File: src/rtl/core/htb_pkg.sv
// Shared types and constants for the tree build codec core.
`default_nettype none
package htb_pkg;
    localparam int MAX_LEAVES_DEF  = 32;
    localparam int WEIGHT_BITS_DEF = 16;
    localparam int CODE_W          = 63;
    localparam int LEN_W           = 6;
    localparam int SYM_W           = 8;

    typedef enum logic [3:0] {
        ST_IDLE,
        ST_SCAN,
        ST_SCAN_WAIT,
        ST_MERGE,
        ST_EMIT_INIT,
        ST_EMIT_RD,
        ST_EMIT_STEP,
        ST_EMIT_OUT,
        ST_DEC_RD,
        ST_DEC_OUT
    } state_t;

    // Commands from the controller to the datapath.
    typedef struct packed {
        logic load;        // store a leaf
        logic scan_init;   // start a minimum search
        logic scan_step;   // examine one node
        logic merge;       // write merged node
        logic emit_init;   // start code walk for current leaf
        logic emit_rd;     // read parent of current node
        logic emit_step;   // climb one level
        logic emit_out;    // present code entry
        logic emit_next;   // advance to next leaf
        logic build_done;  // mark tree ready
        logic dec_rd;      // read child of walk node
        logic dec_out;     // finish decode step
    } htb_cmd_t;

    // Status from the datapath to the controller.
    typedef struct packed {
        logic has_leaves;  // leaf count nonzero after this load
        logic scan_end;    // last node of search examined
        logic merges_done; // no merge left
        logic at_root;     // current node has no parent, or the code length has reached 63
        logic leaves_done; // last leaf emitted
        logic dec_ok;      // decode may run
    } htb_sts_t;
endpackage
`default_nettype wire

File: src/rtl/core/htb_ctrl.sv
// Controller state machine for the tree build codec core.
`default_nettype none
module htb_ctrl (
    input  wire logic             clk,
    input  wire logic             rst_n,
    input  wire logic             start,
    input  wire logic             cmd,
    input  wire logic             last_leaf,
    input  wire htb_pkg::htb_sts_t sts,
    output htb_pkg::htb_cmd_t     ctl,
    output logic                  busy
);
    htb_pkg::state_t state_reg, state_next;

    // State register.
    always_ff @(posedge clk or negedge rst_n)
    begin
        if (!rst_n)
            state_reg <= htb_pkg::ST_IDLE;
        else
            state_reg <= state_next;
    end

    // Next state and commands.
    always_comb
    begin
        state_next = state_reg;
        ctl = '0;
        busy = 1'b1;
        unique case (state_reg)
            htb_pkg::ST_IDLE:
            begin
                busy = 1'b0;
                if (start)
                begin
                    if (!cmd)
                    begin
                        ctl.load = 1'b1;
                        if (last_leaf && sts.has_leaves)
                        begin
                            ctl.scan_init = 1'b1;
                            state_next = htb_pkg::ST_SCAN;
                        end
                    end
                    else if (sts.dec_ok)
                    begin
                        ctl.dec_rd = 1'b1;
                        state_next = htb_pkg::ST_DEC_RD;
                    end
                end
            end
            htb_pkg::ST_SCAN:
            begin
                if (sts.merges_done)
                begin
                    ctl.emit_init = 1'b1;
                    state_next = htb_pkg::ST_EMIT_RD;
                end
                else
                begin
                    ctl.scan_step = 1'b1;
                    if (sts.scan_end)
                        state_next = htb_pkg::ST_SCAN_WAIT;
                end
            end
            // The compare of the last node read finishes in this cycle.
            htb_pkg::ST_SCAN_WAIT:
            begin
                state_next = htb_pkg::ST_MERGE;
            end
            htb_pkg::ST_MERGE:
            begin
                ctl.merge = 1'b1;
                ctl.scan_init = 1'b1;
                state_next = htb_pkg::ST_SCAN;
            end
            htb_pkg::ST_EMIT_INIT:
            begin
                ctl.emit_init = 1'b1;
                state_next = htb_pkg::ST_EMIT_RD;
            end
            htb_pkg::ST_EMIT_RD:
            begin
                if (sts.at_root)
                begin
                    state_next = htb_pkg::ST_EMIT_OUT;
                end
                else
                begin
                    ctl.emit_rd = 1'b1;
                    state_next = htb_pkg::ST_EMIT_STEP;
                end
            end
            htb_pkg::ST_EMIT_STEP:
            begin
                ctl.emit_step = 1'b1;
                state_next = htb_pkg::ST_EMIT_RD;
            end
            htb_pkg::ST_EMIT_OUT:
            begin
                ctl.emit_out = 1'b1;
                if (sts.leaves_done)
                begin
                    ctl.build_done = 1'b1;
                    state_next = htb_pkg::ST_IDLE;
                end
                else
                begin
                    ctl.emit_next = 1'b1;
                    state_next = htb_pkg::ST_EMIT_INIT;
                end
            end
            htb_pkg::ST_DEC_RD:
            begin
                state_next = htb_pkg::ST_DEC_OUT;
            end
            htb_pkg::ST_DEC_OUT:
            begin
                ctl.dec_out = 1'b1;
                state_next = htb_pkg::ST_IDLE;
            end
            default:
            begin
                state_next = htb_pkg::ST_IDLE;
            end
        endcase
    end

`ifndef SYNTHESIS
    a_idle_not_busy: assert property (@(posedge clk) disable iff (!rst_n)
        (state_reg == htb_pkg::ST_IDLE) |-> !busy)
        else $error("busy while idle");
    a_dec_two_cycles: assert property (@(posedge clk) disable iff (!rst_n)
        (state_reg == htb_pkg::ST_DEC_RD) |=> (state_reg == htb_pkg::ST_DEC_OUT))
        else $error("decode sequence broken");
    a_merge_then_scan: assert property (@(posedge clk) disable iff (!rst_n)
        (state_reg == htb_pkg::ST_MERGE) |=> (state_reg == htb_pkg::ST_SCAN))
        else $error("merge not followed by scan");
`endif
endmodule
`default_nettype wire

File: src/rtl/core/htb_dp.sv
// Datapath for the tree build codec core: node memories, search and code walk.
`default_nettype none
module htb_dp #(
    parameter int MAX_LEAVES  = htb_pkg::MAX_LEAVES_DEF,
    parameter int WEIGHT_BITS = htb_pkg::WEIGHT_BITS_DEF
) (
    input  wire logic                       clk,
    input  wire logic                       rst_n,
    input  wire htb_pkg::htb_cmd_t          ctl,
    input  wire logic [htb_pkg::SYM_W-1:0]  symbol,
    input  wire logic [15:0]                weight,
    input  wire logic                       code_bit,
    output htb_pkg::htb_sts_t               sts,
    output logic                            strobe,
    output logic                            kind,
    output logic [htb_pkg::SYM_W-1:0]       out_symbol,
    output logic [htb_pkg::CODE_W-1:0]      code_bits,
    output logic [htb_pkg::LEN_W-1:0]       code_length,
    output logic                            last
);
    localparam int NODES = 2 * MAX_LEAVES - 1;
    localparam int NW    = $clog2(NODES);
    localparam int LW    = $clog2(MAX_LEAVES);
    localparam int CW    = $clog2(MAX_LEAVES + 1);
    localparam int WW    = WEIGHT_BITS + LW + 1;
    localparam int WB    = (WEIGHT_BITS < 16) ? WEIGHT_BITS : 16;

    // Node memories; has-parent flags are per-node flip-flops.
    logic [WW-1:0]            wt_mem [NODES];
    logic [NW-1:0]            par_mem [NODES];
    logic [NW-1:0]            lft_mem [NODES];
    logic [NW-1:0]            rgt_mem [NODES];
    // Set when the node is the right child of its parent.
    logic                     side_mem [NODES];
    logic [htb_pkg::SYM_W-1:0] sym_mem [MAX_LEAVES];
    logic [NODES-1:0]         hasp_reg;

    logic [CW-1:0] leaf_count_reg;
    logic          tree_ready_reg;
    logic [NW-1:0] walk_reg;
    logic [NW:0]   next_node_reg;
    logic [NW:0]   scan_idx_reg;
    logic          have1_reg, have2_reg;
    logic [WW-1:0] w1_reg, w2_reg;
    logic [NW-1:0] i1_reg, i2_reg;
    logic [LW:0]   leaf_idx_reg;
    logic [NW-1:0] cur_reg;
    logic [NW-1:0] par_rd_reg;
    logic          side_rd_reg;
    logic [htb_pkg::CODE_W-1:0] code_reg;
    logic [htb_pkg::LEN_W-1:0]  len_reg;
    logic [NW-1:0] child_rd_reg;
    logic [htb_pkg::SYM_W-1:0] dsym_reg;

    logic [CW-1:0] cnt_eff;
    logic          store_ok;
    logic [WW-1:0] scan_w;
    logic [NW-1:0] scan_i;
    logic [NW-1:0] total_m1;
    logic [NW-1:0] cnt_idx;

    assign cnt_eff  = tree_ready_reg ? '0 : leaf_count_reg;
    assign store_ok = (cnt_eff < CW'(MAX_LEAVES));
    assign scan_i   = scan_idx_reg[NW-1:0];
    assign total_m1 = NW'({leaf_count_reg, 1'b0} - 2);
    assign cnt_idx  = NW'(cnt_eff);

    // Status toward the controller.
    always_comb
    begin
        sts = '0;
        sts.has_leaves  = store_ok || (cnt_eff != '0);
        sts.scan_end    = (scan_idx_reg + 1'b1 >= next_node_reg);
        sts.merges_done = (next_node_reg >= (NW+1)'({leaf_count_reg, 1'b0} - 1));
        sts.at_root     = !hasp_reg[cur_reg] || (len_reg == 6'd63);
        sts.leaves_done = ((leaf_idx_reg + 1'b1) == (LW+1)'(leaf_count_reg));
        sts.dec_ok      = tree_ready_reg && (leaf_count_reg >= CW'(2));
    end

    // Single synchronous read port for the weight memory during a search.
    always_ff @(posedge clk)
    begin
        scan_w <= wt_mem[scan_i];
    end

    // Leaf count, tree flag, walk node and result strobe.
    always_ff @(posedge clk or negedge rst_n)
    begin
        if (!rst_n)
        begin
            leaf_count_reg <= '0;
            tree_ready_reg <= 1'b0;
            walk_reg       <= '0;
            strobe         <= 1'b0;
        end
        else
        begin
            strobe <= 1'b0;
            if (ctl.load)
            begin
                tree_ready_reg <= 1'b0;
                leaf_count_reg <= store_ok ? cnt_eff + 1'b1 : cnt_eff;
            end
            if (ctl.build_done)
            begin
                tree_ready_reg <= 1'b1;
                walk_reg       <= total_m1;
            end
            if (ctl.emit_out)
                strobe <= 1'b1;
            if (ctl.dec_out)
            begin
                if (child_rd_reg < NW'(leaf_count_reg))
                begin
                    strobe   <= 1'b1;
                    walk_reg <= total_m1;
                end
                else
                begin
                    walk_reg <= child_rd_reg;
                end
            end
        end
    end

    // Memories, search and walk registers.
    always_ff @(posedge clk)
    begin
        if (ctl.load && store_ok)
        begin
            sym_mem[cnt_idx[LW-1:0]] <= symbol;
            wt_mem[cnt_idx]  <= WW'(weight[WB-1:0]);
            hasp_reg[cnt_idx] <= 1'b0;
        end
        if (ctl.scan_init)
        begin
            scan_idx_reg <= '0;
            if (ctl.load)
                next_node_reg <= (NW+1)'(store_ok ? cnt_eff + 1'b1 : cnt_eff);
        end
        if (ctl.scan_step)
        begin
            scan_idx_reg <= scan_idx_reg + 1'b1;
        end
        if (ctl.merge)
        begin
            hasp_reg[i1_reg] <= 1'b1;
            hasp_reg[i2_reg] <= 1'b1;
            par_mem[i1_reg] <= next_node_reg[NW-1:0];
            par_mem[i2_reg] <= next_node_reg[NW-1:0];
            side_mem[i1_reg] <= 1'b0;
            side_mem[i2_reg] <= 1'b1;
            lft_mem[next_node_reg[NW-1:0]] <= i1_reg;
            rgt_mem[next_node_reg[NW-1:0]] <= i2_reg;
            wt_mem[next_node_reg[NW-1:0]]  <= w1_reg + w2_reg;
            hasp_reg[next_node_reg[NW-1:0]] <= 1'b0;
            next_node_reg <= next_node_reg + 1'b1;
        end
        if (ctl.scan_init && ctl.load)
            leaf_idx_reg <= '0;
        if (ctl.emit_init)
        begin
            cur_reg  <= NW'(leaf_idx_reg);
            code_reg <= '0;
            len_reg  <= '0;
        end
        if (ctl.emit_rd)
        begin
            par_rd_reg  <= par_mem[cur_reg];
            side_rd_reg <= side_mem[cur_reg];
        end
        if (ctl.emit_step)
        begin
            if (side_rd_reg)
                code_reg[len_reg] <= 1'b1;
            len_reg <= len_reg + 1'b1;
            cur_reg <= par_rd_reg;
        end
        if (ctl.emit_next)
            leaf_idx_reg <= leaf_idx_reg + 1'b1;
        if (ctl.dec_rd)
            child_rd_reg <= code_bit ? rgt_mem[walk_reg] : lft_mem[walk_reg];
        if (ctl.dec_out)
            dsym_reg <= sym_mem[child_rd_reg[LW-1:0]];
        if (ctl.emit_out)
            dsym_reg <= sym_mem[leaf_idx_reg[LW-1:0]];
    end

    // Search compare in the cycle after the read.
    logic          scan_v_reg;
    logic [NW-1:0] scan_ii_reg;
    always_ff @(posedge clk or negedge rst_n)
    begin
        if (!rst_n)
        begin
            scan_v_reg <= 1'b0;
        end
        else
        begin
            scan_v_reg <= ctl.scan_step && !hasp_reg[scan_i];
        end
    end
    always_ff @(posedge clk)
    begin
        scan_ii_reg <= scan_i;
        if (ctl.scan_init)
        begin
            have1_reg <= 1'b0;
            have2_reg <= 1'b0;
        end
        else if (scan_v_reg)
        begin
            if (!have1_reg || scan_w < w1_reg)
            begin
                i2_reg <= i1_reg; w2_reg <= w1_reg; have2_reg <= have1_reg;
                i1_reg <= scan_ii_reg; w1_reg <= scan_w; have1_reg <= 1'b1;
            end
            else if (!have2_reg || scan_w < w2_reg)
            begin
                i2_reg <= scan_ii_reg; w2_reg <= scan_w; have2_reg <= 1'b1;
            end
        end
    end

    // Result registers; the code is collected leaf bit first, so the root bit
    // lands in the most significant valid position.
    logic kind_reg, last_reg;
    logic [htb_pkg::CODE_W-1:0] cb_reg;
    logic [htb_pkg::LEN_W-1:0]  cl_reg;
    always_ff @(posedge clk)
    begin
        if (ctl.emit_out)
        begin
            kind_reg <= 1'b0;
            cb_reg   <= code_reg;
            cl_reg   <= len_reg;
            last_reg <= sts.leaves_done;
        end
        if (ctl.dec_out)
        begin
            kind_reg <= 1'b1;
            cb_reg   <= '0;
            cl_reg   <= '0;
            last_reg <= 1'b0;
        end
    end

    assign kind        = kind_reg;
    assign out_symbol  = dsym_reg;
    assign code_bits   = cb_reg;
    assign code_length = cl_reg;
    assign last        = last_reg;

`ifndef SYNTHESIS
    a_strobe_single: assert property (@(posedge clk) disable iff (!rst_n)
        strobe |=> !strobe)
        else $error("results back to back");
    a_ready_leaves: assert property (@(posedge clk) disable iff (!rst_n)
        tree_ready_reg |-> (leaf_count_reg != '0))
        else $error("tree ready with no leaves");
    a_merge_bound: assert property (@(posedge clk) disable iff (!rst_n)
        ctl.merge |-> (next_node_reg < (NW+1)'(NODES)))
        else $error("merge beyond node store");
`endif
endmodule
`default_nettype wire

File: src/rtl/core/huffman_tree_build_codec_core.sv
// Top level of the tree build codec core.
// Takes one command on start while busy is low; a load without the last-leaf mark keeps the core
// idle, and a decode bit passes through the DEC_RD and DEC_OUT states. After the last leaf the build
// runs n-1 minimum searches for n leaves, each reading every node made so far through one weight
// memory port at one node per cycle, and then walks the code of each leaf one level per step.
// Results appear for one cycle on strobe and cannot be stalled.
`default_nettype none
module huffman_tree_build_codec_core #(
    parameter int MAX_LEAVES  = htb_pkg::MAX_LEAVES_DEF,
    parameter int WEIGHT_BITS = htb_pkg::WEIGHT_BITS_DEF
) (
    input  wire logic                       clk,
    input  wire logic                       rst_n,
    input  wire logic                       start,
    output logic                            busy,
    input  wire logic                       cmd,
    input  wire logic [htb_pkg::SYM_W-1:0]  symbol,
    input  wire logic [15:0]                weight,
    input  wire logic                       last_leaf,
    input  wire logic                       code_bit,
    output logic                            strobe,
    output logic                            kind,
    output logic [htb_pkg::SYM_W-1:0]       out_symbol,
    output logic [htb_pkg::CODE_W-1:0]      code_bits,
    output logic [htb_pkg::LEN_W-1:0]       code_length,
    output logic                            last
);
    htb_pkg::htb_cmd_t ctl;
    htb_pkg::htb_sts_t sts;

    htb_ctrl u_ctrl (
        .clk(clk), .rst_n(rst_n), .start(start), .cmd(cmd),
        .last_leaf(last_leaf), .sts(sts), .ctl(ctl), .busy(busy)
    );

    htb_dp #(.MAX_LEAVES(MAX_LEAVES), .WEIGHT_BITS(WEIGHT_BITS)) u_dp (
        .clk(clk), .rst_n(rst_n), .ctl(ctl),
        .symbol(symbol), .weight(weight), .code_bit(code_bit), .sts(sts),
        .strobe(strobe), .kind(kind), .out_symbol(out_symbol),
        .code_bits(code_bits), .code_length(code_length), .last(last)
    );
endmodule
`default_nettype wire

File: config.mk
export PLATFORM = sky130hd
export DESIGN_NAME = huffman_tree_build_codec_core
export DESIGN_NICKNAME = d
export VERILOG_FILES = /design/src/rtl/core/htb_pkg.sv /design/src/rtl/core/htb_ctrl.sv /design/src/rtl/core/htb_dp.sv /design/src/rtl/core/huffman_tree_build_codec_core.sv
export SDC_FILE = /design/constraint.sdc
export NUM_CORES = 2
export LEC_CHECK = 0
export BUFFER_PORTS_ARGS = -buffer_cell sky130_fd_sc_hd__buf_2
export CAP_MARGIN = 0
export CORE_MARGIN = 4
export CORE_UTILIZATION = 30
export CTS_BUF_LIST = sky130_fd_sc_hd__clkbuf_8
export CTS_CLUSTER_DIAMETER = 30
export DETAILED_ROUTE_END_ITERATION = 8
export SLEW_MARGIN = 20
export SYNTH_ARGS = -nofsm -noshare
export SYNTH_HDL_FRONTEND = slang
export SYNTH_SLANG_ARGS = --single-unit
File: constraint.sdc
create_clock -name clk -period 13.5 [get_ports clk]
set_input_delay 0.675 -clock clk [delete_from_list [all_inputs] [get_ports clk]]
set_output_delay 0.675 -clock clk [all_outputs]
set_load 0.05 [all_outputs]
# --- After elaboration in Yosys (flattened, before gate mapping) ---
# Memory sizes are Yosys's and may differ from the RTL's. A register that Yosys moved wholly into a read port is not among the register bits.
# Cells that the tools add are included.
word_totals:
  regBits: 326
  output_inout_bits: 81
  mem_count: 6
  input_bits: 30
  mem_bits_rw: 2839
memory_table:
  columns: ["memory", "depth", "width", "read_ports", "rd_clocked_by_memory_dff", "write_ports", "line_no", "rtl"]
  rows:
  - ["u_dp.wt_mem", 63, 22, 1, 1, 1, "htb_dp.sv:29", "logic [WW-1:0] wt_mem [NODES];"]
  - ["u_dp.lft_mem", 63, 6, 1, 0, 1, "htb_dp.sv:31", "logic [NW-1:0] lft_mem [NODES];"]
  - ["u_dp.par_mem", 63, 6, 1, 1, 2, "htb_dp.sv:30", "logic [NW-1:0] par_mem [NODES];"]
  - ["u_dp.rgt_mem", 63, 6, 1, 0, 1, "htb_dp.sv:32", "logic [NW-1:0] rgt_mem [NODES];"]
  - ["u_dp.sym_mem", 32, 8, 2, 2, 1, "htb_dp.sv:35", "logic [htb_pkg::SYM_W-1:0] sym_mem [MAX_LEAVES];"]
  - ["u_dp.side_mem", 63, 1, 1, 1, 2, "htb_dp.sv:34", "logic side_mem [NODES];"]
classes:
  order_cmp: 19
  reduce_logical: 37
  addsub: 9
  bitwise_logic: 8
  n_mux: 90
  eq_ne: 15
op_table:
  columns: ["cell", "count"]
  rows:
  - ["63-bit 2-to-1 mux", 5]
  - ["63-bit OR", 3]
  - ["63-bit AND", 2]
  - ["63-bit inverter", 2]
  - ["6-bit 2-to-1 mux", 15]
  - ["22-bit 2-to-1 mux", 3]
  - ["6-bit by 7-bit < comparator with 1-bit output (second input constant)", 7]
  - ["22-bit < comparator", 2]
  - ["7-bit 2-to-1 mux", 6]
  - ["1-bit 2-to-1 mux", 37]
  - ["4-bit one-hot mux with 8 select lines", 1]
  - ["1-bit demux with 6-bit select", 5]
  - ["6-bit by 1-bit greater-or-equal comparator with 1-bit output (second input constant)", 5]
  - ["4-bit 2-to-1 mux", 6]
  - ["22-bit adder", 1]
  - ["22-bit OR reduction", 1]
  - ["6-bit by 1-bit adder with 6-bit output (second input constant)", 3]
  - ["2-bit nonzero test", 9]
  - ["4-bit by 3-bit equality test with 1-bit output (second input constant)", 4]
  - ["8-bit 2-to-1 mux", 2]
  - ["7-bit by 1-bit adder with 7-bit output (second input constant)", 2]
  - ["7-bit greater-or-equal comparator", 2]
  - ["1-bit binary-select mux with 6-bit select", 2]
  - ["1-bit logical AND", 10]
  - ["27 further kinds", 43]

# --- Depth between registers and ports, before layout ---
depth:
  depth_word: 14
  ltp_mapped: 14
  depth_no_buf: 11

# --- By module ---
# Synthesis repeated with hierarchy kept, for this count alone.
hier_totals:
  cells_unflattened: 9587
  area_unflattened_um2: 140755.0
by_module_without_submodules:
  columns: ["mod", "area_per_inst_um2", "cells_per_inst", "n_inst"]
  rows:
  - ["htb_dp", 140335.8, 9530, 1]
  - ["htb_ctrl", 419.2, 57, 1]

# --- Least setup slack after synthesis ---
# Ideal clock, no wire load.
synth_timing:
  kind: "register -> register"
  from: "reg u_dp.w2_reg[0]"
  to: "mem u_dp.wt_mem[0][14] (netlist bit) (data pin)"
  path_slack_ns: 8.237
  path_stages_with_launch: 11
  synth_period_minus_slack_ns: 5.263
  arrival_ns: 4.569
  n_path_buf: 0
  cell_sequence: "edfxtp_1 ha_1 inv_1 fa_1 nor2b_1 o31a_1 o311ai_0 o21ai_0 a21boi_0 xnor2_1 o21ai_0"
synth_between:
  elab_chain_cells: 2
synth_rtl:
  columns: ["element", "line_no", "rtl"]
  rows:
  - ["start, declared", "htb_dp.sv:44", "logic [WW-1:0] w1_reg, w2_reg;"]
  - ["start signal, assigned", "htb_dp.sv:215", "i2_reg <= i1_reg; w2_reg <= w1_reg; have2_reg <= have1_reg;"]
  - ["22-bit adder", "htb_dp.sv:155", "wt_mem[next_node_reg[NW-1:0]] <= w1_reg + w2_reg;"]
  - ["22-bit 2-to-1 mux (no source line)", null, null]
  - ["end, declared", "htb_dp.sv:29", null]
# No other way between the ends.

==> results.py <==
metrics = {
    "power_and_ir_drop": {
        "powerDensity_mw_per_mm2": 132.0,
        "switchingPower_mw": 4.050,
        "p_leak_nw": 45.91,
        "ir_drop_v": 0.00009088,
        "combinationalPowerShare": 0.005,
        "swShare": 0.2080,
        "pwr-share-seq": 0.550,
        "power.internal_mw": 15.42,
        "power_frac_clock": 0.445,
    },
    "placement": {
        "hpwl_um": 199400,
        "gp_congestion": 0.8522,
        "port_buffers": 110,
    },
    "setup_path": {
        "max_stage_delay_ns": 0.90,
        "worst_setup_path_start_kind": "register",
        "cp.required_ns": 14.38,
        "worstPathCellList": "buf_4, buf_4, buf_4, mux4_2, mux4_2, mux2i_1, buf_4, a21oi_1",
        "cp.arrival_ns": 6.04,
        "crit_path_frequent_cell": "buf_4",
        "crit_family": "buffers and inverters",
        "cp_slowest_cell": "buf_4",
        "cp-end-kind": "register",
        "cp.buffers_inverters": 4,
        "critPathMaxFanout": 49,
        "path_class": "reg2reg",
    },
    "clock_network": {
        "clk_path_buf_depth": 4,
        "clk_pin_slew_worst_paths_ns": 0.06,
        "clk_latency_ns": 1.05,
        "numCtsBuffers": 548,
        "cts_tree": "done",
        "post_cts_resize_count": 0,
        "post_cts_buffers": 0,
        "clock-root-buffer": "clkbuf_8",
        "clock-sinks": 3204,
        "h-tree-depth": 6,
    },
    "routing": {
        "vias": 67720,
        "drtIter0Drc": 7533,
        "drc": 0,
        "drtPass1Iterations": 7,
        "drt_wl_total_um": 341400,
        "vias_per_cell": 5.155,
        "detail-route-antenna-nets": 0,
        "avgRoutedWirePerCell_um": 25.99,
    },
    "synth": {
        "yosys_warnings": 0,
        "synth-edff-count": 2885,
        "synthDistinctLibCells": 72,
        "syn_inst": 6527,
        "synth_top_area_frac": 0.6756,
        "yosys-top-cells-area": "edfxtp_1 (68%), mux4_2 (17%), dfxtp_1 (4.7%), nand2_1 (0.98%), o21ai_0 (0.92%)",
        "yosys_register_bits": 3204,
        "synth_top_cell_by_area": "edfxtp_1",
        "syn_area_sq_mm": 0.1282,
        "async_flop_share": 0.005930,
        "synth_nets": 6649,
        "synth-seq-area-share": 0.7261,
        "avgSynthCellArea_sq_um": 19.65,
        "synth_flop_cell": "edfxtp_1",
    },
    "layout": {
        "syn_to_final_growth_pct": 15.04,
        "regMostFlops": "u_dp.wt_mem",
        "multiInputGateArea_sq_mm": 0.03367,
        "ff_latch_area_sq_mm": 0.09313,
        "fillCellCount": 39640,
        "largest_register_ffs": 1386,
        "final_net_count": 7174,
        "drive_gt1_frac": 0.3038,
    },
    "sta": {
        "slew_headroom": 0.2071,
        "worst_hold_slack_ns": 0.2188,
        "worst_pin_slew_ns": 1.185,
        "maxSlewViolCount": 0,
        "fmax_ghz": 0.1939,
        "min_period_over_period": 0.3821,
        "setup_viol": 0,
        "rsz0062_at_grt": "no",
        "hold_viol": 0,
        "post-route-min-period_ns": 5.158,
        "skew_ns": 0.1016,
        "setup_tns_ns": 0,
    },
    "global_routing": {
        "grt_max_degree": 149,
        "first_global_vias": 68620,
        "grt_pass1_wl_um": 489600,
        "grt_overflow_total": 0,
        "track_usage": 0.1516,
        "antenna_found_initial": 11,
    },
    "run": {
        "drv_cap": 0,
    },
    "floorplan": {
        "initial_core_util": 0.3020,
        "die_h_um": 661.8,
        "num_io_pins": 111,
        "row_count": 239,
        "dieArea_sq_mm": 0.4380,
        "die_w_um": 661.8,
        "design.core.area_sq_mm": 0.4246,
    },
    "run_status": {
        "status": "finished, final reports clean",
    },
    "min_path": {
        "holdCritPathClass": "in2reg",
    },
}
## cells in the mapped netlist (4+ instances only)
library cell	number
o31ai_1	6
edfxtp_1	2885
nor2_1	299
nand3_1	79
o21a_1	39
nand4_1	18
clkbuf_1	226
buf_2	77
or3_1	9
a31oi_1	9
mux2i_1	85
nor4_1	19
a2111oi_0	6
mux2_2	45
dfrtp_1	19
nor3_1	14
o22a_1	24
buf_6	18
nand2_1	334
buf_1	46
clkinv_1	5
a211o_1	7
nor2b_1	31
nor3b_1	7
buf_4	24
ha_1	91
a21oi_1	139
nand2b_1	18
a22oi_1	40
o21ai_0	237
a211oi_1	20
o211ai_1	18
xnor2_1	24
mux4_2	953
o22ai_1	69
inv_1	70
and3_1	9
dfxtp_1	300
nand3b_1	31
and2_1	6
xor2_1	18
o221ai_1	5
a21o_1	33
a22o_1	71
o21ai_1	4
## layer usage
| layer | share of wire | track usage | vias up |
|---|---|---|---|
| met5 | 0.00016 | 0 | - |
| li1 | - | - | 28020 |
| met3 | 0.083 | 0.03317 | 605 |
| met2 | 0.48 | 0.2480 | 3283 |
| met1 | 0.40 | 0.2018 | 35800 |
| met4 | 0.029 | 0.04653 | 4 |
## worst paths after layout
kind | from | endpoint | slack [ns] | cells after the start
worst min-delay path | symbol[5] | u_dp.sym_mem[3][5] | 0.22 | 1
worst max register to register | u_dp.scan_idx_reg[0] | u_dp.scan_w[3] | 8.34 | 8
worst min register to register | u_dp.scan_ii_reg[1] | u_dp.i1_reg[1] | 0.43 | 0
max in group asynchronous | rst_n | u_dp.walk_reg[0] | 12.64 | 2
min in group asynchronous | rst_n | u_dp.leaf_count_reg[4] | 0.28 | 2
worst max-delay path | u_dp.scan_idx_reg[0] | u_dp.scan_w[3] | 8.34 | 8
## timing repair
| item | CTS | global route |
|---|---|---|
| endpoints found under the setup margin | 0 | 0 |
| endpoints found under the hold margin | 20 | 0 |
| hold buffers | 2 | 0 |
## cell type report
| cell class | count | share of cell area |
|---|---|---|
| multi-input combinational | 2854 | 0.2283 |
| clock buffer | 590 | 0.05505 |
| inverter | 78 | 0.001985 |
| timing repair buffer | 366 | 0.01729 |
| antenna | 7 | 0.0001187 |
| sequential | 3204 | 0.6313 |
| tap | 5663 | 0.04803 |
| clock inverter | 374 | 0.01791 |
## kinds of logic after synthesis
family / count (synthesis) / synth area share
AO/OA/AOI/OAI: 746 / 0.03681
flip-flops: 3204 / 0.7261
buffers and inverters: 469 / 0.01624
multiplexers: 1083 / 0.1780
AND/OR/NAND/NOR: 890 / 0.03077
XOR/XNOR: 43 / 0.003044
adder cells (fa/ha/maj): 92 / 0.009035
## cell usage in the layout, fill, tap and decap left out, types with 15 or more instances in the layout
master,synthesis,routed
a211oi_1,20,18
a21o_1,33,31
a21oi_1,139,138
a22o_1,71,71
a22oi_1,40,40
buf_2,77,110
buf_4,24,247
bufinv_16,0,33
clkbuf_8,0,590
clkinv_1,5,88
clkinv_2,0,58
clkinv_4,0,15
clkinvlp_4,0,33
dfrtp_1,19,16
dfxtp_1,300,295
edfxtp_1,2885,2885
ha_1,91,91
inv_1,70,203
mux2_2,45,45
mux2i_1,85,84
mux4_2,953,953
nand2_1,334,333
nand2b_1,18,18
nand3_1,79,77
nand3b_1,31,31
nand4_1,18,18
nor2_1,299,221
nor2_2,0,75
nor2b_1,31,28
nor4_2,1,16
o211ai_1,18,18
o21a_1,39,39
o21ai_0,237,224
o22a_1,24,24
o22ai_1,69,57
xnor2_1,24,24
xor2_1,18,18
## power by group through the flow
stage	registers, mW	clock network [mW]	logic [mW]
after global routing	10.7	9.33	0.0985
after floorplan	10.9	0	0.0295
after detailed placement	10.9	0	0.0915
after global placement	10.9	0	0.0849
after CTS	10.7	8.84	0.0921
final	10.7	8.67	0.0913
## per-stage QoR
stage               cell area [sq um]    util  std cells  worst slack, ns  power (mW)
finish                         147500  0.3474      13140            8.342       19.47
global placement               136500  0.3215      12160            7.781       11.00
detailed placement             136700  0.3218      12160            8.096       11.01
floorplan                      128200       -       6527            8.237       10.96
global route                   147500  0.3474      13130            7.946       20.14
CTS                            147400  0.3472      13130            8.121       19.64
Note: power is estimated with default switching activity, not from simulation.
